==> src/design/i2c_register_access_master_unit_macros.svh <==
// ----------------------------------------------------------------------------
// I2C register access master - assertion macros
// Shared property wrappers, clocked on i_clk and disabled in reset.
// ----------------------------------------------------------------------------
`ifndef I2C_REGISTER_ACCESS_MASTER_UNIT_MACROS_SVH
`define I2C_REGISTER_ACCESS_MASTER_UNIT_MACROS_SVH

// same-cycle implication
`define I2CRA_ASSERT_IMP(lbl, ante, cons, msg) \
    lbl: assert property (@(posedge i_clk) disable iff (!i_rst_n) (ante) |-> (cons)) \
        else $error(msg);

// next-cycle implication
`define I2CRA_ASSERT_NXT(lbl, ante, cons, msg) \
    lbl: assert property (@(posedge i_clk) disable iff (!i_rst_n) (ante) |=> (cons)) \
        else $error(msg);

`endif

==> src/design/i2cra_pkg.sv <==
// ----------------------------------------------------------------------------
// I2C register access master - package
// Types, codes and helpers shared by the sequencer and the top level.
// ----------------------------------------------------------------------------
`timescale 1ns / 1ps

package i2cra_pkg;

    localparam logic [12:0] MAX_TRANSFER = 13'd4096;

    localparam logic [7:0] PHASE_TICKS_RST = 8'd6;
    localparam logic [7:0] ACK_TIMEOUT_RST = 8'd250;

    localparam logic [1:0] OP_BEGIN = 2'd0;
    localparam logic [1:0] OP_DATA  = 2'd1;
    localparam logic [1:0] OP_TICK  = 2'd2;

    localparam logic [1:0] ST_OK       = 2'd0;
    localparam logic [1:0] ST_NO_ACK   = 2'd1;
    localparam logic [1:0] ST_ZERO_LEN = 2'd2;

    localparam logic CFG_PHASE_TICKS = 1'b0;
    localparam logic CFG_ACK_TIMEOUT = 1'b1;

    typedef enum logic [3:0] {
        PH_IDLE,
        PH_START_A,
        PH_START_B,
        PH_BIT_LOW,
        PH_BIT_HIGH,
        PH_BYTE_TAIL,
        PH_ACK_SETTLE,
        PH_ACK_HIGH,
        PH_ACK_POLL,
        PH_WAIT_DATA,
        PH_RD_LOW,
        PH_RD_HIGH,
        PH_RACK_LOW,
        PH_RACK_HIGH,
        PH_STOP_A,
        PH_STOP_B
    } t_phase;

    typedef enum logic [2:0] {
        RL_DEV,
        RL_ADDR,
        RL_WDATA,
        RL_RDEV,
        RL_READ,
        RL_FINISH,
        RL_FAIL
    } t_role;

    typedef struct packed {
        logic [1:0]  operation;
        logic [7:0]  device_byte;
        logic [23:0] register_address;
        logic [1:0]  address_bytes;
        logic [12:0] byte_count;
        logic        is_read;
        logic [7:0]  write_byte;
        logic        sda_in;
    } t_item;

    typedef struct packed {
        logic       scl_level;
        logic       sda_level;
        logic [7:0] read_byte;
        logic       read_valid;
        logic       last_byte;
        logic       need_write_byte;
        logic       busy_res;
        logic       done_res;
        logic [1:0] status;
        logic       read_ack_missed;
    } t_result;

    // address byte still to send, most significant first
    function automatic logic [7:0] addr_sel(input logic [23:0] addr, input logic [1:0] left);
        logic [7:0] b;
        case (left)
            2'd3:    b = addr[23:16];
            2'd2:    b = addr[15:8];
            default: b = addr[7:0];
        endcase
        return b;
    endfunction

endpackage

==> src/design/i2cra_core.sv <==
// ----------------------------------------------------------------------------
// I2C register access master - bus sequencer
// Holds the transfer state and computes one bus step per input item.
// ----------------------------------------------------------------------------
`timescale 1ns / 1ps
`include "i2c_register_access_master_unit_macros.svh"

module i2cra_core (
    input  logic               i_clk,
    input  logic               i_rst_n,
    input  logic               i_step,
    input  i2cra_pkg::t_item   i_item,
    input  logic [7:0]         i_phase_ticks,
    input  logic [7:0]         i_ack_timeout,
    output i2cra_pkg::t_result o_result
);

    i2cra_pkg::t_phase r_phase, n_phase;
    i2cra_pkg::t_role  r_role, n_role;
    logic [8:0]  r_tick, n_tick;
    logic [2:0]  r_bit, n_bit;
    logic [7:0]  r_shift, n_shift;
    logic [12:0] r_bytes_left, n_bytes_left;
    logic [1:0]  r_addr_left, n_addr_left;
    logic [23:0] r_saved_addr, n_saved_addr;
    logic [7:0]  r_saved_dev, n_saved_dev;
    logic        r_saved_dir, n_saved_dir;
    logic [7:0]  r_poll, n_poll;
    logic        r_scl, n_scl;
    logic        r_sda, n_sda;
    logic        r_missed, n_missed;

    logic [7:0]  unit_d;
    logic [7:0]  unit_h;
    logic [8:0]  len_d;
    logic [8:0]  len_h;
    logic [8:0]  len_2d;
    logic [1:0]  addr_dec;
    logic [12:0] bytes_dec;
    logic [12:0] count_sat;
    logic [7:0]  poll_base;
    logic [7:0]  rd_byte;
    logic        rd_valid;
    logic        rd_last;
    logic        done;
    logic [1:0]  status;

    assign unit_d    = (i_phase_ticks == 8'd0) ? 8'd1 : i_phase_ticks;
    assign unit_h    = (unit_d[7:1] == 7'd0) ? 8'd1 : {1'b0, unit_d[7:1]};
    assign len_d     = {1'b0, unit_d};
    assign len_h     = {1'b0, unit_h};
    assign len_2d    = {unit_d, 1'b0};
    assign addr_dec  = (r_addr_left != 2'd0) ? r_addr_left - 2'd1 : 2'd0;
    assign bytes_dec = (r_bytes_left != 13'd0) ? r_bytes_left - 13'd1 : 13'd0;
    assign count_sat = (i_item.byte_count > i2cra_pkg::MAX_TRANSFER) ?
                       i2cra_pkg::MAX_TRANSFER : i_item.byte_count;
    assign poll_base = (r_phase == i2cra_pkg::PH_ACK_HIGH) ? 8'd0 : r_poll;

    always_comb begin
        n_phase      = r_phase;
        n_role       = r_role;
        n_tick       = r_tick;
        n_bit        = r_bit;
        n_shift      = r_shift;
        n_bytes_left = r_bytes_left;
        n_addr_left  = r_addr_left;
        n_saved_addr = r_saved_addr;
        n_saved_dev  = r_saved_dev;
        n_saved_dir  = r_saved_dir;
        n_poll       = r_poll;
        n_scl        = r_scl;
        n_sda        = r_sda;
        n_missed     = r_missed;
        rd_byte      = 8'd0;
        rd_valid     = 1'b0;
        rd_last      = 1'b0;
        done         = 1'b0;
        status       = i2cra_pkg::ST_OK;

        case (i_item.operation)
            i2cra_pkg::OP_BEGIN: begin
                if (r_phase == i2cra_pkg::PH_IDLE) begin
                    if (i_item.byte_count == 13'd0) begin
                        n_tick = 9'd0;
                        done   = 1'b1;
                        status = i2cra_pkg::ST_ZERO_LEN;
                    end else begin
                        n_saved_dev  = i_item.device_byte;
                        n_saved_addr = i_item.register_address;
                        n_addr_left  = (i_item.address_bytes == 2'd0) ? 2'd1 :
                                       i_item.address_bytes;
                        n_saved_dir  = i_item.is_read;
                        n_bytes_left = count_sat;
                        n_poll       = 8'd0;
                        n_missed     = 1'b0;
                        n_role       = i2cra_pkg::RL_DEV;
                        n_shift      = i_item.device_byte;
                        n_scl        = 1'b1;
                        n_sda        = 1'b1;
                        n_phase      = i2cra_pkg::PH_START_A;
                        n_tick       = len_2d;
                    end
                end
            end
            i2cra_pkg::OP_DATA: begin
                if (r_phase == i2cra_pkg::PH_WAIT_DATA) begin
                    n_shift = i_item.write_byte;
                    n_bit   = 3'd0;
                    n_scl   = 1'b0;
                    n_sda   = i_item.write_byte[7];
                    n_phase = i2cra_pkg::PH_BIT_LOW;
                    n_tick  = len_d;
                end
            end
            i2cra_pkg::OP_TICK: begin
                if (r_phase == i2cra_pkg::PH_IDLE || r_phase == i2cra_pkg::PH_WAIT_DATA) begin
                    n_phase = r_phase;
                end else if (r_phase == i2cra_pkg::PH_ACK_POLL ||
                             (r_phase == i2cra_pkg::PH_ACK_HIGH && r_tick <= 9'd1)) begin
                    n_poll = poll_base;
                    if (!i_item.sda_in) begin
                        n_scl = 1'b0;
                        case (r_role)
                            i2cra_pkg::RL_DEV: begin
                                n_role  = i2cra_pkg::RL_ADDR;
                                n_shift = i2cra_pkg::addr_sel(r_saved_addr, r_addr_left);
                                n_bit   = 3'd0;
                                n_sda   = n_shift[7];
                                n_phase = i2cra_pkg::PH_BIT_LOW;
                                n_tick  = len_d;
                            end
                            i2cra_pkg::RL_ADDR: begin
                                n_addr_left = addr_dec;
                                if (addr_dec != 2'd0) begin
                                    n_shift = i2cra_pkg::addr_sel(r_saved_addr, addr_dec);
                                    n_bit   = 3'd0;
                                    n_sda   = n_shift[7];
                                    n_phase = i2cra_pkg::PH_BIT_LOW;
                                    n_tick  = len_d;
                                end else if (r_saved_dir) begin
                                    n_sda   = 1'b0;
                                    n_phase = i2cra_pkg::PH_STOP_A;
                                    n_tick  = len_2d;
                                end else begin
                                    n_role  = i2cra_pkg::RL_WDATA;
                                    n_phase = i2cra_pkg::PH_WAIT_DATA;
                                    n_tick  = 9'd0;
                                end
                            end
                            i2cra_pkg::RL_WDATA: begin
                                n_bytes_left = bytes_dec;
                                if (bytes_dec != 13'd0) begin
                                    n_phase = i2cra_pkg::PH_WAIT_DATA;
                                    n_tick  = 9'd0;
                                end else begin
                                    n_role  = i2cra_pkg::RL_FINISH;
                                    n_sda   = 1'b0;
                                    n_phase = i2cra_pkg::PH_STOP_A;
                                    n_tick  = len_2d;
                                end
                            end
                            i2cra_pkg::RL_RDEV: begin
                                n_role  = i2cra_pkg::RL_READ;
                                n_bit   = 3'd0;
                                n_shift = 8'd0;
                                n_sda   = 1'b1;
                                n_phase = i2cra_pkg::PH_RD_LOW;
                                n_tick  = len_d;
                            end
                            default: begin
                                n_role  = i2cra_pkg::RL_FINISH;
                                n_sda   = 1'b0;
                                n_phase = i2cra_pkg::PH_STOP_A;
                                n_tick  = len_2d;
                            end
                        endcase
                    end else if (poll_base >= i_ack_timeout) begin
                        if (r_role == i2cra_pkg::RL_RDEV) begin
                            n_missed = 1'b1;
                        end else begin
                            n_role = i2cra_pkg::RL_FAIL;
                        end
                        n_scl   = 1'b0;
                        n_sda   = 1'b0;
                        n_phase = i2cra_pkg::PH_STOP_A;
                        n_tick  = len_2d;
                    end else begin
                        n_poll  = poll_base + 8'd1;
                        n_phase = i2cra_pkg::PH_ACK_POLL;
                        n_tick  = 9'd0;
                    end
                end else if (r_tick > 9'd1) begin
                    n_tick = r_tick - 9'd1;
                end else begin
                    case (r_phase)
                        i2cra_pkg::PH_START_A: begin
                            n_sda   = 1'b0;
                            n_phase = i2cra_pkg::PH_START_B;
                            n_tick  = len_2d;
                        end
                        i2cra_pkg::PH_START_B: begin
                            n_bit   = 3'd0;
                            n_scl   = 1'b0;
                            n_sda   = r_shift[7];
                            n_phase = i2cra_pkg::PH_BIT_LOW;
                            n_tick  = len_d;
                        end
                        i2cra_pkg::PH_BIT_LOW: begin
                            n_scl   = 1'b1;
                            n_phase = i2cra_pkg::PH_BIT_HIGH;
                            n_tick  = len_d;
                        end
                        i2cra_pkg::PH_BIT_HIGH: begin
                            n_scl = 1'b0;
                            if (r_bit != 3'd7) begin
                                n_bit   = r_bit + 3'd1;
                                n_shift = {r_shift[6:0], 1'b0};
                                n_sda   = r_shift[6];
                                n_phase = i2cra_pkg::PH_BIT_LOW;
                                n_tick  = len_d;
                            end else begin
                                n_phase = i2cra_pkg::PH_BYTE_TAIL;
                                n_tick  = len_d;
                            end
                        end
                        i2cra_pkg::PH_BYTE_TAIL: begin
                            n_sda   = 1'b1;
                            n_phase = i2cra_pkg::PH_ACK_SETTLE;
                            n_tick  = len_h;
                        end
                        i2cra_pkg::PH_ACK_SETTLE: begin
                            n_scl   = 1'b1;
                            n_phase = i2cra_pkg::PH_ACK_HIGH;
                            n_tick  = len_h;
                        end
                        i2cra_pkg::PH_RD_LOW: begin
                            n_scl   = 1'b1;
                            n_shift = {r_shift[6:0], i_item.sda_in};
                            n_phase = i2cra_pkg::PH_RD_HIGH;
                            n_tick  = len_h;
                        end
                        i2cra_pkg::PH_RD_HIGH: begin
                            n_scl = 1'b0;
                            if (r_bit != 3'd7) begin
                                n_bit   = r_bit + 3'd1;
                                n_phase = i2cra_pkg::PH_RD_LOW;
                                n_tick  = len_d;
                            end else begin
                                rd_valid = 1'b1;
                                rd_byte  = r_shift;
                                rd_last  = (r_bytes_left <= 13'd1);
                                n_sda    = rd_last;
                                n_phase  = i2cra_pkg::PH_RACK_LOW;
                                n_tick   = len_d;
                            end
                        end
                        i2cra_pkg::PH_RACK_LOW: begin
                            n_scl   = 1'b1;
                            n_phase = i2cra_pkg::PH_RACK_HIGH;
                            n_tick  = len_d;
                        end
                        i2cra_pkg::PH_RACK_HIGH: begin
                            n_scl        = 1'b0;
                            n_bytes_left = bytes_dec;
                            if (bytes_dec != 13'd0) begin
                                n_bit   = 3'd0;
                                n_shift = 8'd0;
                                n_sda   = 1'b1;
                                n_phase = i2cra_pkg::PH_RD_LOW;
                                n_tick  = len_d;
                            end else begin
                                n_role  = i2cra_pkg::RL_FINISH;
                                n_sda   = 1'b0;
                                n_phase = i2cra_pkg::PH_STOP_A;
                                n_tick  = len_2d;
                            end
                        end
                        i2cra_pkg::PH_STOP_A: begin
                            n_scl   = 1'b1;
                            n_sda   = 1'b1;
                            n_phase = i2cra_pkg::PH_STOP_B;
                            n_tick  = len_2d;
                        end
                        i2cra_pkg::PH_STOP_B: begin
                            if (r_role == i2cra_pkg::RL_ADDR) begin
                                n_role  = i2cra_pkg::RL_RDEV;
                                n_shift = r_saved_dev | 8'h01;
                                n_scl   = 1'b1;
                                n_sda   = 1'b1;
                                n_phase = i2cra_pkg::PH_START_A;
                                n_tick  = len_2d;
                            end else if (r_role == i2cra_pkg::RL_RDEV) begin
                                n_role  = i2cra_pkg::RL_READ;
                                n_bit   = 3'd0;
                                n_shift = 8'd0;
                                n_scl   = 1'b0;
                                n_sda   = 1'b1;
                                n_phase = i2cra_pkg::PH_RD_LOW;
                                n_tick  = len_d;
                            end else begin
                                n_phase = i2cra_pkg::PH_IDLE;
                                n_tick  = 9'd0;
                                done    = 1'b1;
                                status  = (r_role == i2cra_pkg::RL_FAIL) ?
                                          i2cra_pkg::ST_NO_ACK : i2cra_pkg::ST_OK;
                            end
                        end
                        default: begin
                            n_phase = r_phase;
                        end
                    endcase
                end
            end
            default: begin
                n_phase = r_phase;
            end
        endcase
    end

    always_comb begin
        o_result.scl_level       = n_scl;
        o_result.sda_level       = n_sda;
        o_result.read_byte       = rd_byte;
        o_result.read_valid      = rd_valid;
        o_result.last_byte       = rd_last;
        o_result.need_write_byte = (n_phase == i2cra_pkg::PH_WAIT_DATA);
        o_result.busy_res        = (n_phase != i2cra_pkg::PH_IDLE);
        o_result.done_res        = done;
        o_result.status          = status;
        o_result.read_ack_missed = n_missed;
    end

    always_ff @(posedge i_clk) begin
        if (!i_rst_n) begin
            r_phase      <= i2cra_pkg::PH_IDLE;
            r_role       <= i2cra_pkg::RL_DEV;
            r_tick       <= 9'd0;
            r_bit        <= 3'd0;
            r_shift      <= 8'd0;
            r_bytes_left <= 13'd0;
            r_addr_left  <= 2'd0;
            r_saved_addr <= 24'd0;
            r_saved_dev  <= 8'd0;
            r_saved_dir  <= 1'b0;
            r_poll       <= 8'd0;
            r_scl        <= 1'b1;
            r_sda        <= 1'b1;
            r_missed     <= 1'b0;
        end else if (i_step) begin
            r_phase      <= n_phase;
            r_role       <= n_role;
            r_tick       <= n_tick;
            r_bit        <= n_bit;
            r_shift      <= n_shift;
            r_bytes_left <= n_bytes_left;
            r_addr_left  <= n_addr_left;
            r_saved_addr <= n_saved_addr;
            r_saved_dev  <= n_saved_dev;
            r_saved_dir  <= n_saved_dir;
            r_poll       <= n_poll;
            r_scl        <= n_scl;
            r_sda        <= n_sda;
            r_missed     <= n_missed;
        end
    end

    `I2CRA_ASSERT_IMP(a_idle_lines_released, r_phase == i2cra_pkg::PH_IDLE, r_scl && r_sda, "lines not released while idle")
    `I2CRA_ASSERT_IMP(a_wait_scl_low, r_phase == i2cra_pkg::PH_WAIT_DATA, !r_scl, "SCL released while waiting for write data")
    `I2CRA_ASSERT_NXT(a_data_starts_byte, i_rst_n && i_step && i_item.operation == i2cra_pkg::OP_DATA && r_phase == i2cra_pkg::PH_WAIT_DATA, r_phase == i2cra_pkg::PH_BIT_LOW && r_bit == 3'd0, "write byte not started")
    `I2CRA_ASSERT_NXT(a_busy_begin_ignored, i_rst_n && i_step && i_item.operation == i2cra_pkg::OP_BEGIN && r_phase != i2cra_pkg::PH_IDLE, $stable(r_saved_dev) && $stable(r_bytes_left), "begin taken while busy")

endmodule

==> src/design/i2c_register_access_master_unit.sv <==
// Each input transfer passes through the input register and then the result register.
// Throughput: one input item per cycle unless the output stalls; one result item per input item.
// The bus sequencer steps once per item, so the input register stalls only on output backpressure.
// Reset (i_rst_n low at a clock edge): sequencer idle, SCL/SDA released,
// both stages empty, phase_ticks = 6 and ack_timeout = 250.
// ----------------------------------------------------------------------------
// I2C register access master - top level
// Input register, bus sequencer, result register and configuration registers.
// ----------------------------------------------------------------------------
`timescale 1ns / 1ps

module i2c_register_access_master_unit (
    input  logic        i_clk,
    input  logic        i_rst_n,
    input  logic        i_in_valid,
    output logic        o_in_ready,
    input  logic [1:0]  i_operation,
    input  logic [7:0]  i_device_byte,
    input  logic [23:0] i_register_address,
    input  logic [1:0]  i_address_bytes,
    input  logic [12:0] i_byte_count,
    input  logic        i_is_read,
    input  logic [7:0]  i_write_byte,
    input  logic        i_sda_in,
    output logic        o_out_valid,
    input  logic        i_out_ready,
    output logic        o_scl_level,
    output logic        o_sda_level,
    output logic [7:0]  o_read_byte,
    output logic        o_read_valid,
    output logic        o_last_byte,
    output logic        o_need_write_byte,
    output logic        o_busy_res,
    output logic        o_done_res,
    output logic [1:0]  o_status,
    output logic        o_read_ack_missed,
    input  logic        i_cfg_we,
    input  logic        i_cfg_index,
    input  logic [7:0]  i_cfg_data
);

    logic               r_in_valid;
    i2cra_pkg::t_item   r_in;
    logic               r_out_valid;
    i2cra_pkg::t_result r_out;
    logic [7:0]         r_phase_ticks;
    logic [7:0]         r_ack_timeout;

    logic               out_free;
    logic               step;
    i2cra_pkg::t_item   in_item;
    i2cra_pkg::t_result step_res;

    assign out_free   = !r_out_valid || i_out_ready;
    assign step       = r_in_valid && out_free;
    assign o_in_ready = !r_in_valid || out_free;

    always_comb begin
        in_item.operation        = i_operation;
        in_item.device_byte      = i_device_byte;
        in_item.register_address = i_register_address;
        in_item.address_bytes    = i_address_bytes;
        in_item.byte_count       = i_byte_count;
        in_item.is_read          = i_is_read;
        in_item.write_byte       = i_write_byte;
        in_item.sda_in           = i_sda_in;
    end

    always_ff @(posedge i_clk) begin
        if (!i_rst_n) begin
            r_in_valid <= 1'b0;
        end else if (i_in_valid && o_in_ready) begin
            r_in_valid <= 1'b1;
        end else if (step) begin
            r_in_valid <= 1'b0;
        end
    end

    always_ff @(posedge i_clk) begin
        if (i_in_valid && o_in_ready) begin
            r_in <= in_item;
        end
    end

    i2cra_core u_core (
        .i_clk         (i_clk),
        .i_rst_n       (i_rst_n),
        .i_step        (step),
        .i_item        (r_in),
        .i_phase_ticks (r_phase_ticks),
        .i_ack_timeout (r_ack_timeout),
        .o_result      (step_res)
    );

    always_ff @(posedge i_clk) begin
        if (!i_rst_n) begin
            r_out_valid <= 1'b0;
        end else if (step) begin
            r_out_valid <= 1'b1;
        end else if (i_out_ready) begin
            r_out_valid <= 1'b0;
        end
    end

    always_ff @(posedge i_clk) begin
        if (step) begin
            r_out <= step_res;
        end
    end

    always_ff @(posedge i_clk) begin
        if (!i_rst_n) begin
            r_phase_ticks <= i2cra_pkg::PHASE_TICKS_RST;
            r_ack_timeout <= i2cra_pkg::ACK_TIMEOUT_RST;
        end else if (i_cfg_we) begin
            case (i_cfg_index)
                i2cra_pkg::CFG_PHASE_TICKS: r_phase_ticks <= i_cfg_data;
                i2cra_pkg::CFG_ACK_TIMEOUT: r_ack_timeout <= i_cfg_data;
                default:                    r_phase_ticks <= r_phase_ticks;
            endcase
        end
    end

    assign o_out_valid       = r_out_valid;
    assign o_scl_level       = r_out.scl_level;
    assign o_sda_level       = r_out.sda_level;
    assign o_read_byte       = r_out.read_byte;
    assign o_read_valid      = r_out.read_valid;
    assign o_last_byte       = r_out.last_byte;
    assign o_need_write_byte = r_out.need_write_byte;
    assign o_busy_res        = r_out.busy_res;
    assign o_done_res        = r_out.done_res;
    assign o_status          = r_out.status;
    assign o_read_ack_missed = r_out.read_ack_missed;

endmodule
==> config.mk <==
export PLATFORM = sky130hd
export DESIGN_NAME = i2c_register_access_master_unit
export DESIGN_NICKNAME = d
export VERILOG_FILES = /design/src/design/i2cra_pkg.sv /design/src/design/i2cra_core.sv /design/src/design/i2c_register_access_master_unit.sv
export VERILOG_INCLUDE_DIRS = /design/src /design/src/design
export SDC_FILE = /design/constraint.sdc
export NUM_CORES = 1
export LEC_CHECK = 0
export ABC_AREA = 1
export BUFFER_PORTS_ARGS = -buffer_cell sky130_fd_sc_hd__buf_2
export CORE_ASPECT_RATIO = 1.2
export CORE_MARGIN = 2
export CORE_UTILIZATION = 55
export CTS_BUF_LIST = sky130_fd_sc_hd__clkbuf_8
export CTS_CLUSTER_SIZE = 20
export DETAILED_ROUTE_END_ITERATION = 16
export PLACE_DENSITY = 0.81
export REMOVE_ABC_BUFFERS = 1
export SLEW_MARGIN = 40
export SYNTH_ARGS = -nofsm -noshare
export SYNTH_HDL_FRONTEND = slang
export SYNTH_HIERARCHICAL = 1
export SYNTH_SLANG_ARGS = --single-unit
export TNS_END_PERCENT = 1
==> constraint.sdc <==
create_clock -name i_clk -period 7.7 [get_ports i_clk]
set_clock_uncertainty 0.05 [all_clocks]
set_input_delay 1.54 -clock i_clk [delete_from_list [all_inputs] [get_ports i_clk]]
set_output_delay 1.54 -clock i_clk [all_outputs]
set_load 0.02 [all_outputs]
== Yosys cells after proc, flatten, opt, wreduce, memory -nomap -nowiden ==
Cells that the tools add are included.

* Flip-flop bits (word level): 181
* Bits of input ports: 73
* Output and inout port bits: 20
* Word-level logic and storage cells: 326

* Add/subtract/negate cells: 5
* Magnitude comparators: 5
* Equality and inequality tests: 55
* Muxes and demuxes: 175
* Bitwise operators: 4
* Reductions and logical operators: 46

{| class="wikitable"
|+ Operators by type and width
! operator !! count
|-
| two-way mux 8 bit || 21
|-
| two-way mux 13 bit || 10
|-
| two-way mux 9 bit || 13
|-
| two-way mux 3 bit || 29
|-
| one-hot mux 9 bit (3 select lines) || 2
|-
| one-hot mux 4 bit (12 select lines) || 1
|-
| one-hot mux 8 bit (2 select lines) || 3
|-
| one-hot mux 8 bit (3 select lines) || 2
|-
| two-way mux 1 bit || 47
|-
| one-hot mux 9 bit (5 select lines) || 1
|-
| two-way mux 4 bit || 10
|-
| equality test 4 bit (second input constant) || 9
|-
| two-way mux 2 bit || 16
|-
| one-hot mux 8 bit (4 select lines) || 1
|-
| one-hot mux 13 bit (2 select lines) || 1
|-
| nonzero test 13 bit || 2
|-
| one-hot mux 3 bit (2 select lines) || 4
|-
| one-hot mux 3 bit (4 select lines) || 2
|-
| != test 4 x 2 -> 1 bit (second input constant) || 5
|-
| equality test 4 x 3 -> 1 bit (second input constant) || 4
|-
| != test 4 bit (second input constant) || 4
|-
| one-hot mux 4 bit (4 select lines) || 1
|-
| != test 5 bit (second input constant) || 3
|-
| OR reduction 5 bit || 3
|-
| 57 further kinds || 96
|}

== Logic depth before layout (Yosys ltp) ==
Gate-level depths: netlist (run 1).

* Word-level depth: 10
* Mapped depth: 21
* Depth with buffers taken out: 20

== Hierarchy ==
Netlist (run 1), hierarchy kept.

{| class="wikitable"
|+ By module, submodules not included
! module !! times used !! cells each !! area an instance (um^2) !! sequential area each (um^2)
|-
| i2cra_core || 1 || 1,224 || 7,161.9 || 1,701.6
|-
| i2c_register_access_master_unit || 1 || 175 || 3,017.9 || 2,672.6
|}

== Least setup slack after synthesis (run 1) ==
Ideal clock, no wire load.

* Kind: input to register
* Start: input i_out_ready
* End: register u_core.r_role[0]
* Library setup time: 0.116 ns
* Arrival time: 4.344 ns
* Required time: 7.534 ns
* Path slack: 3.190 ns
* Stages on the path: 11
* Path buffers: 0
* Path through: inv_1 -> a21oi_1 -> clkinv_1 -> nor2_1 -> nand3_1 -> nor2_1 -> nand2_1 -> nor4_4 -> nand3_1 -> o211ai_1 -> inv_1

* Longest elaborated chain between the ends: 3

{| class="wikitable"
|+ Ends and longest elaborated chain
! what !! line !! source
|-
| from (decl) || i2c_register_access_master_unit.sv:26 || <nowiki>input logic i_out_ready,</nowiki>
|-
| logical OR 1 bit || i2c_register_access_master_unit.sv:54 || <nowiki>assign out_free = !r_out_valid || i_out_ready;</nowiki>
|-
| logical AND 1 bit || i2c_register_access_master_unit.sv:55 || <nowiki>assign step = r_in_valid && out_free;</nowiki>
|-
| via step || i2c_register_access_master_unit.sv:50 || <nowiki>logic step;</nowiki>
|-
| AND reduction 12 bit (no source line) || - ||
|-
| to (signal assigned) || i2cra_core.sv:336 || <nowiki>r_role <= i2cra_pkg::RL_DEV;</nowiki>
|-
| to (signal assigned) || i2cra_core.sv:351 || <nowiki>r_role <= n_role;</nowiki>
|-
| to (decl) || i2cra_core.sv:19 || <nowiki>i2cra_pkg::t_role r_role, n_role;</nowiki>
|}

The timed path passes the listed nets, and every way through them passes these cells.
A chain may end at the register's enable or synchronous reset.

== Final worst setup path (run 1) ==
* Start: input i_out_ready
* End: register u_core.r_bytes_left[11]

* Longest elaborated chain between the ends: 3

{| class="wikitable"
|+ Ends and longest elaborated chain
! what !! line !! source
|-
| logical OR 1 bit || i2c_register_access_master_unit.sv:54 ||
|-
| logical AND 1 bit || i2c_register_access_master_unit.sv:55 ||
|-
| via step || i2c_register_access_master_unit.sv:50 ||
|-
| AND reduction 9 bit (no source line) || - ||
|-
| to (signal assigned) || i2cra_core.sv:355 || <nowiki>r_bytes_left <= n_bytes_left;</nowiki>
|-
| to (decl) || i2cra_core.sv:23 || <nowiki>logic [12:0] r_bytes_left, n_bytes_left;</nowiki>
|}

The timed path passes the listed nets, and every way through them passes these cells.

==> run metrics, run 1 <==
buffer depth of the longest clock path=2; clock tree from TritonCTS=yes; flop and latch count out of synthesis=180; final setup violation count=0; most common cell after layout, fill and taps aside=sky130_fd_sc_hd__nand2_1; worst skew pair latency=0.47 ns; final clock period utilization by the worst path=0.517; Cells after Synth=1,399; time the worst path needs with I/O delays and setup=3.98 ns; final hold violations=0; floorplan core area=0.0182 sq mm; count of nets after finishing=1,554; detailed-route wire length=27.5 mm; share of final-layout standard cells stronger than drive strength 1=0.122; Pleak=4.80 nW; Synth async-reset ratio=0; leading register cell type out of synthesis=sky130_fd_sc_hd__dfxtp_1; kind of end point of the critical path=flop; worst path required time=8.05 ns; Fin Setup TNS=0 ns; Setup Crit Path Kind=primary input to flop; Setup crit start kind=primary input; estimated wirelength of the detail-placed design=20.1 mm; outcome=completed; maximum level of the CTS H-tree=4; effective utilization at floorplan=0.560; number of sinks on the clock net=180; unrepaired setup endpoints after global routing=false; # Post-CTS Setup Buffers=0; top-level I/O count=93; post-route DRC violation count=0; Die H=153 microns; vias in the first global route=9,346; Warnings, synthesis=6; Slew Viols, Final=0; number of hold buffers added after CTS=0; WL/cell=16.2 microns; global-route wire length before repair=44.2 mm; IO Port Bufs=92; final RePlAce weighted congestion=0.994; peak supply drop=0.154 mV; number of enable-type register cells in the synthesized netlist=77; number of distinct library cells after synthesis=48; arrival time reported for the critical path endpoint=4.33 ns; Starting DRT DRC Count=939; critical path peak fanout=42; post-detailed-route count of antenna-violating nets=0; area grow syn2layout=9.33%; number of search-and-repair iterations in the first detailed-routing pass=6; via count=9,774; Worst Hold Class=flop to flop; maximum number of pins on one net before global-route repair=60; count of standard-cell rows=54; post_cts resized=0; DIE WIDTH=128 microns; GRT Residual Overflow=0; summed instance area of the synthesized netlist=0.0102 sq mm; relative max-transition margin=0.478; area after detailed placement=0.0107 sq mm; Slew @ Worst Pin=0.782 ns; die area=0.0196 sq mm; post-synthesis sequential area ratio=0.430; power density over the cells=195 mW/mm^2; Max Cap Violations=0; initial antenna violation count=0; via density per instance=5.76; most frequent cells in the layout=sky130_fd_sc_hd__nand2_1, sky130_fd_sc_hd__inv_1, sky130_fd_sc_hd__nor2_1; final worst hold slack=0.421 ns; CTS clock-pin slew for the worst setup and hold paths=0.11 ns; antenna cells=0; total global routing track utilization=0.281; post-layout instance area=0.0111 sq mm; syn avg cell area=7.28 sq um; number of buffers created by CTS=17; Max Clock Freq=251 MHz; Clock Tree Root=sky130_fd_sc_hd__clkbuf_8
-- state kept, by name, summed over array words and instances, names as in the netlist, 2 cells and up --
signal / count
r_ack_timeout: 8
u_core/r_role: 3
u_core/r_tick: 9
o_read_byte: 8
u_core/r_saved_dev: 7
o_status: 2
u_core/r_bytes_left: 13
r_in: 59
u_core/r_phase: 4
u_core/r_saved_addr: 24
u_core/r_addr_left: 2
u_core/r_bit: 3
u_core/r_shift: 8
u_core/r_poll: 8
r_phase_ticks: 8
-- cells by family after synthesis --
group	after synthesis	synth area share
xor gates and xnor gates	10	0.00860
and+or+nand+nor	635	0.270
DFF	180	0.430
buffers and inverters	245	0.0962
AOI/OAI and AO/OA	309	0.171
adders and majority gates	20	0.0246
-- area by class of cell --
class | count | area (sq um)
fillers | 1663 | 7050
repair buffers | 100 | 523
clock buffers | 18 | 248
clock inverters | 14 | 153
well taps | 224 | 280
multi-input cells | 974 | 4840
inverters | 188 | 709
flip-flops and latches | 180 | 4370
-- metal layers --
layer  part of all wire  global-route usage  vias up  wire [microns]
li1                   -                   -     4784               -
met1               0.40               0.342     4446           11000
met2               0.49               0.478      443           13500
met3              0.064              0.0459      101            1750
met4              0.044               0.143        0            1220
met5                  0                   0        -               0
-- report_power, final --
group	internal (W)	switching, W	leakage, nW
logic	0.000141	0.000322	3.01
clock network	0.000253	0.000381	0.202
registers	0.00104	0.0000339	1.59
-- critical path: stages --
cell and delay, ns:
sky130_fd_sc_hd__buf_2 0.07, sky130_fd_sc_hd__inv_1 0.07, sky130_fd_sc_hd__a21oi_4 0.12, sky130_fd_sc_hd__buf_4 0.45, sky130_fd_sc_hd__clkinv_1 0.40, sky130_fd_sc_hd__nor2_1 0.25
sky130_fd_sc_hd__nand3_1 0.16, sky130_fd_sc_hd__nor2_1 0.15, sky130_fd_sc_hd__nand3_1 0.30, sky130_fd_sc_hd__inv_1 0.43, sky130_fd_sc_hd__o21ai_0 0.18, sky130_fd_sc_hd__a21oi_1 0.19
-- worst paths after layout --
kind / startpoint / end / slack (ns) / depth (start not counted)
worst min register to register: u_core/r_saved_dev[6] / u_core/r_saved_dev[6] / 0.42 / 2
worst max register to register: u_core/r_phase[2] / u_core/r_poll[6] / 4.23 / 19
worst max-delay path: i_out_ready / u_core/r_bytes_left[11] / 3.72 / 12
worst min-delay path: u_core/r_saved_dev[6] / u_core/r_saved_dev[6] / 0.42 / 2
-- through the flow --
stage           util  cells  total power, W  setup WS (ns)
6_report       0.612   1698         0.00217           3.72
5_1_grt        0.612   1698         0.00228           3.43
4_1_cts        0.612   1698         0.00217           3.73
3_5_place_dp   0.590   1666         0.00155           3.33
3_3_place_gp   0.590   1666         0.00154           3.39
2_1_floorplan      -   1342         0.00141           2.26
-- synth_stat cells (all sizes together), types with 2 or more instances --
cell     count  area, sq um
nand2      322         1240
inv        186          698
nor2       167          687
o21ai      121          606
a21oi      117          608
nand3      107          578
dfxtp      103         2060
edfxtp      77         2310
clkbuf      36          136
a31oi       24          150
buf         21          136
ha          20          250
nor3        16         80.1
nand4       12         75.1
o2111ai      9         78.8
nor4         8         65.1
o221ai       8         70.1
o32ai        7         61.3
xor2         7         61.3
a211oi       6         45.0
o22ai        5         31.3
o211ai       4         30.0
xnor2        3         26.3
a22oi        2         15.0
clkinv       2         8.75
o31ai        2         15.0
Power figures use the tool's default switching activity.
==> run 2, diff against run 1 <==
--- a/config.mk
+++ b/config.mk
@@ -6,7 +6,7 @@
 export SDC_FILE = /design/constraint.sdc
 export NUM_CORES = 1
 export LEC_CHECK = 0
-export ABC_AREA = 1
+export ABC_AREA = 0
 export BUFFER_PORTS_ARGS = -buffer_cell sky130_fd_sc_hd__buf_2
 export CORE_ASPECT_RATIO = 1.2
 export CORE_MARGIN = 2
@@ -14,7 +14,7 @@
 export CTS_BUF_LIST = sky130_fd_sc_hd__clkbuf_8
 export CTS_CLUSTER_SIZE = 20
 export DETAILED_ROUTE_END_ITERATION = 16
-export PLACE_DENSITY = 0.81
+export PLACE_DENSITY = 0.84
 export REMOVE_ABC_BUFFERS = 1
 export SLEW_MARGIN = 40
 export SYNTH_ARGS = -nofsm -noshare
==> constraint.sdc (replaced) <==
create_clock -name i_clk -period 3.4 [get_ports i_clk]
set_clock_uncertainty 0.05 [all_clocks]
set_input_delay 0.68 -clock i_clk [delete_from_list [all_inputs] [get_ports i_clk]]
set_output_delay 0.68 -clock i_clk [all_outputs]
set_load 0.02 [all_outputs]
==> run 2 against run 1 <==
Net effect: routed wire length is 1.9% lower; clock power is 140% higher; synthesized cell count is 16% lower; global-route usage hardly changed; cell area is 0.87% higher; utilization is 1.2 points higher; non-clock buffer count is 51 higher; power is 110% higher; sequential share of layout area is 0.34 points lower.
==> run metrics, run 2 <==
detailed-route wire length=27.0 mm (was 27.5 mm); Die H=152 microns (was 153 microns); worst slack, placed=0.0451 ns (was 3.33 ns); fraction of power consumed by sequential logic=0.518 (was 0.495); final setup violation count=0 (unchanged); DIE WIDTH=127 microns (was 128 microns); number of buffers created by CTS=17 (unchanged); total global routing track utilization=0.281 (about the same); Worst Slack Setup Final=0.103 ns (was 3.72 ns); final hold violations=0 (unchanged); met2 Resource Use GR=0.461 (was 0.478); flop and latch count out of synthesis=180 (unchanged); floorplan core area=0.0180 sq mm (was 0.0182 sq mm); number of search-and-repair iterations in the first detailed-routing pass=7 (was 6); CTS clock-pin slew for the worst setup and hold paths=0.11 ns (about the same); area grow syn2layout=12.4% (was 9.33%); share of total power in the clock network=0.325 (was 0.292); biggest area consumer among synthesized cells=sky130_fd_sc_hd__edfxtp_1 (unchanged); via count=9,379 (was 9,774); number of flip-flops in the largest register=59 (unchanged); Sw Pwr=0.00146 W (was 0.000737 W); top-level I/O count=93 (unchanged); Setup Crit Path Kind=flop to flop (was primary input to flop); Pleak=4.29 nW (was 4.80 nW); die area=0.0193 sq mm (was 0.0196 sq mm); kind of end point of the critical path=flop (unchanged); relative max-transition margin=0.528 (was 0.478); internal power component=0.00320 W (was 0.00144 W); top cells by instance count after synthesis=sky130_fd_sc_hd__nand2_1, sky130_fd_sc_hd__dfxtp_1, sky130_fd_sc_hd__a21oi_1 (was sky130_fd_sc_hd__nand2_1, sky130_fd_sc_hd__inv_1, sky130_fd_sc_hd__nor2_1); Max Clock Freq=303 MHz; multi-input gate area in the final layout=0.00509 sq mm (was 0.00484 sq mm); Warnings, synthesis=6 (unchanged); time the worst path needs with I/O delays and setup=3.30 ns; clock tree from TritonCTS=yes (unchanged); outcome=completed (unchanged); GRT Residual Overflow=0 (unchanged); leading register cell type out of synthesis=sky130_fd_sc_hd__dfxtp_1 (unchanged); power density over the cells=414 mW/mm^2 (was 195 mW/mm^2); final worst hold slack=0.316 ns (was 0.421 ns); global-route wire length before repair=43.6 mm (was 44.2 mm); IO Port Bufs=92 (unchanged); share of final-layout standard cells stronger than drive strength 1=0.166 (was 0.122); Slew Viols, Final=0 (unchanged); Fin Setup TNS=0 ns (unchanged); count of standard-cell rows=54 (unchanged); via density per instance=6.30 (was 5.76); met1 layer usage reported by global route=0.362 (was 0.342); Max Cap Violations=0 (unchanged); WL/cell=18.1 microns (was 16.2 microns); final RePlAce weighted congestion=1.05 (was 0.994); number of sinks on the clock net=180 (unchanged); Cells after Synth=1,175 (was 1,399); biggest registers after layout=r_in (59), u_core/r_saved_addr (24), u_core/r_bytes_left (13) (unchanged); maximum level of the CTS H-tree=4 (unchanged); most common cell after layout, fill and taps aside=sky130_fd_sc_hd__nand2_1 (unchanged); critical path peak fanout=8 (was 42); maximum number of pins on one net before global-route repair=60 (unchanged); global routing usage on met3=0.0506 (was 0.0459); sequential standard cell area=0.00437 sq mm (unchanged); Worst Hold Class=primary input to flop (was flop to flop); final clock period utilization by the worst path=0.970; post-route DRC violation count=0 (unchanged); Synth async-reset ratio=0 (unchanged); register bank with the most flops=r_in (unchanged); vias in the first global route=8,759 (was 9,346); layer carrying the most global-route usage=met2 (unchanged); initial antenna violation count=0 (unchanged); post-synthesis sequential area ratio=0.438 (was 0.430); number of distinct library cells after synthesis=78 (was 48); worst path required time=3.72 ns (was 8.05 ns); fraction of post-synthesis cell area in the top cell type by area=0.232 (was 0.227); Clock Tree Root=sky130_fd_sc_hd__clkbuf_8 (unchanged); summed instance area of the synthesized netlist=0.00999 sq mm (was 0.0102 sq mm); number of hold buffers added after CTS=0 (unchanged); most instantiated library cell after synthesis=sky130_fd_sc_hd__nand2_1 (unchanged); dominant cells by area after synthesis=sky130_fd_sc_hd__edfxtp_1, sky130_fd_sc_hd__dfxtp_1, sky130_fd_sc_hd__nand2_1 (unchanged); Starting DRT DRC Count=1,013 (was 939); Setup crit start kind=flop (was primary input); combinational group share of total power=0.157 (was 0.213); syn avg cell area=8.50 sq um (was 7.28 sq um); buffer depth of the longest clock path=2 (unchanged); peak supply drop=0.323 mV (was 0.154 mV); most frequent cells in the layout=sky130_fd_sc_hd__nand2_1, sky130_fd_sc_hd__dfxtp_1, sky130_fd_sc_hd__a21oi_1 (was sky130_fd_sc_hd__nand2_1, sky130_fd_sc_hd__inv_1, sky130_fd_sc_hd__nor2_1); Filler Cells Inserted=1,498 (was 1,663); estimated wirelength of the detail-placed design=19.2 mm (was 20.1 mm); antenna cells=0 (unchanged); arrival time reported for the critical path endpoint=3.62 ns (was 4.33 ns); post-layout utilization of the core=0.625 (was 0.612); effective utilization at floorplan=0.556 (was 0.560); number of enable-type register cells in the synthesized netlist=77 (unchanged); worst skew pair latency=0.48 ns (was 0.47 ns); Slew @ Worst Pin=0.708 ns (was 0.782 ns); post-detailed-route count of antenna-violating nets=0 (unchanged); net switching fraction of the power=0.313 (was 0.339); count of nets after finishing=1,344 (was 1,554); # Post-CTS Setup Buffers=0 (unchanged)
[run 2: changes by cell type in the layout (fill, tap and decap cells not counted), sizes merged, moves of 13 or more]
cell | previous run | this run
a211oi | 6 | 23
a21oi | 117 | 98
a221oi | 1 | 23
a31oi | 24 | 11
and2 | 1 | 24
buf | 100 | 151
inv | 194 | 38
mux2i | 0 | 16
nand2 | 322 | 194
nand3 | 107 | 35
nor2 | 167 | 94
o211ai | 4 | 23
o21ai | 121 | 78
[run 2: per-stage QoR]
stage / total power (W) / std cells / area, sq um
finish: 0.00465 / 1488 / 11200
global route: 0.00483 / 1488 / 11200
CTS: 0.00465 / 1488 / 11200
detailed placement: 0.00316 / 1456 / 10800
global placement: 0.00315 / 1456 / 10800
floorplan: 0.00288 / 1081 / 9570
[run 2: what timing repair did]
item	4_1_cts	5_1_grt
hold endpoints to repair	0	0
gates resized for setup	0	6
endpoints found under the setup margin	0	22
[run 2: cell type report]
| cell class | instances | area share |
|---|---|---|
| multi-input cells | 865 | 0.454 |
| clock inverters | 15 | 0.0185 |
| clock buffers | 17 | 0.0208 |
| flip-flops and latches | 180 | 0.390 |
| well taps | 224 | 0.0250 |
| repair buffers | 151 | 0.0805 |
| inverters | 36 | 0.0120 |
[run 2: cell families after synthesis]
group	after synthesis	synth area share
AO/OA/AOI/OAI	358	0.239
XOR/XNOR	8	0.00702
buffers and inverters	130	0.0558
multiplexers	17	0.0172
flip-flops	180	0.438
AND/OR/NAND/NOR	462	0.218
adder cells (fa/ha/maj)	20	0.0251
[run 2: power groups by stage]
stage	registers [W]	logic, W	clock network (W)
after global routing	0.00242	0.000795	0.00162
after floorplan	0.00247	0.000412	0
final	0.00241	0.000731	0.00151
after CTS	0.00241	0.000707	0.00154
after detailed placement	0.00246	0.000703	0
after global placement	0.00246	0.000697	0
[run 2: final timing paths]
check,startpoint,depth (start not counted),slack [ns],end
setup / recovery,u_core/r_bytes_left[1],12,0.10,u_core/r_shift[6]
hold / removal,i_register_address[17],1,0.32,r_in[42]
setup reg to reg,u_core/r_bytes_left[1],12,0.10,u_core/r_shift[6]
hold reg to reg,u_core/r_saved_dev[2],2,0.42,u_core/r_saved_dev[2]
[run 2: critical path: stages (launching register included)]
cell and delay (ns):
sky130_fd_sc_hd__dfxtp_1 0.35, sky130_fd_sc_hd__inv_1 0.13, sky130_fd_sc_hd__ha_2 0.21, sky130_fd_sc_hd__or4b_4 0.48, sky130_fd_sc_hd__or4_1 0.46, sky130_fd_sc_hd__o2111ai_2 0.11, sky130_fd_sc_hd__o31a_2 0.20, sky130_fd_sc_hd__buf_4 0.19
sky130_fd_sc_hd__o21ai_0 0.13, sky130_fd_sc_hd__a211oi_1 0.32, sky130_fd_sc_hd__buf_4 0.19, sky130_fd_sc_hd__nor2_1 0.09, sky130_fd_sc_hd__a22o_1 0.27
[run 2: routing by layer]
layer / vias up / share of wire
li1: 4444 / -
met1: 4286 / 0.40
met2: 548 / 0.47
met3: 101 / 0.090
met4: 0 / 0.040
met5: - / 0
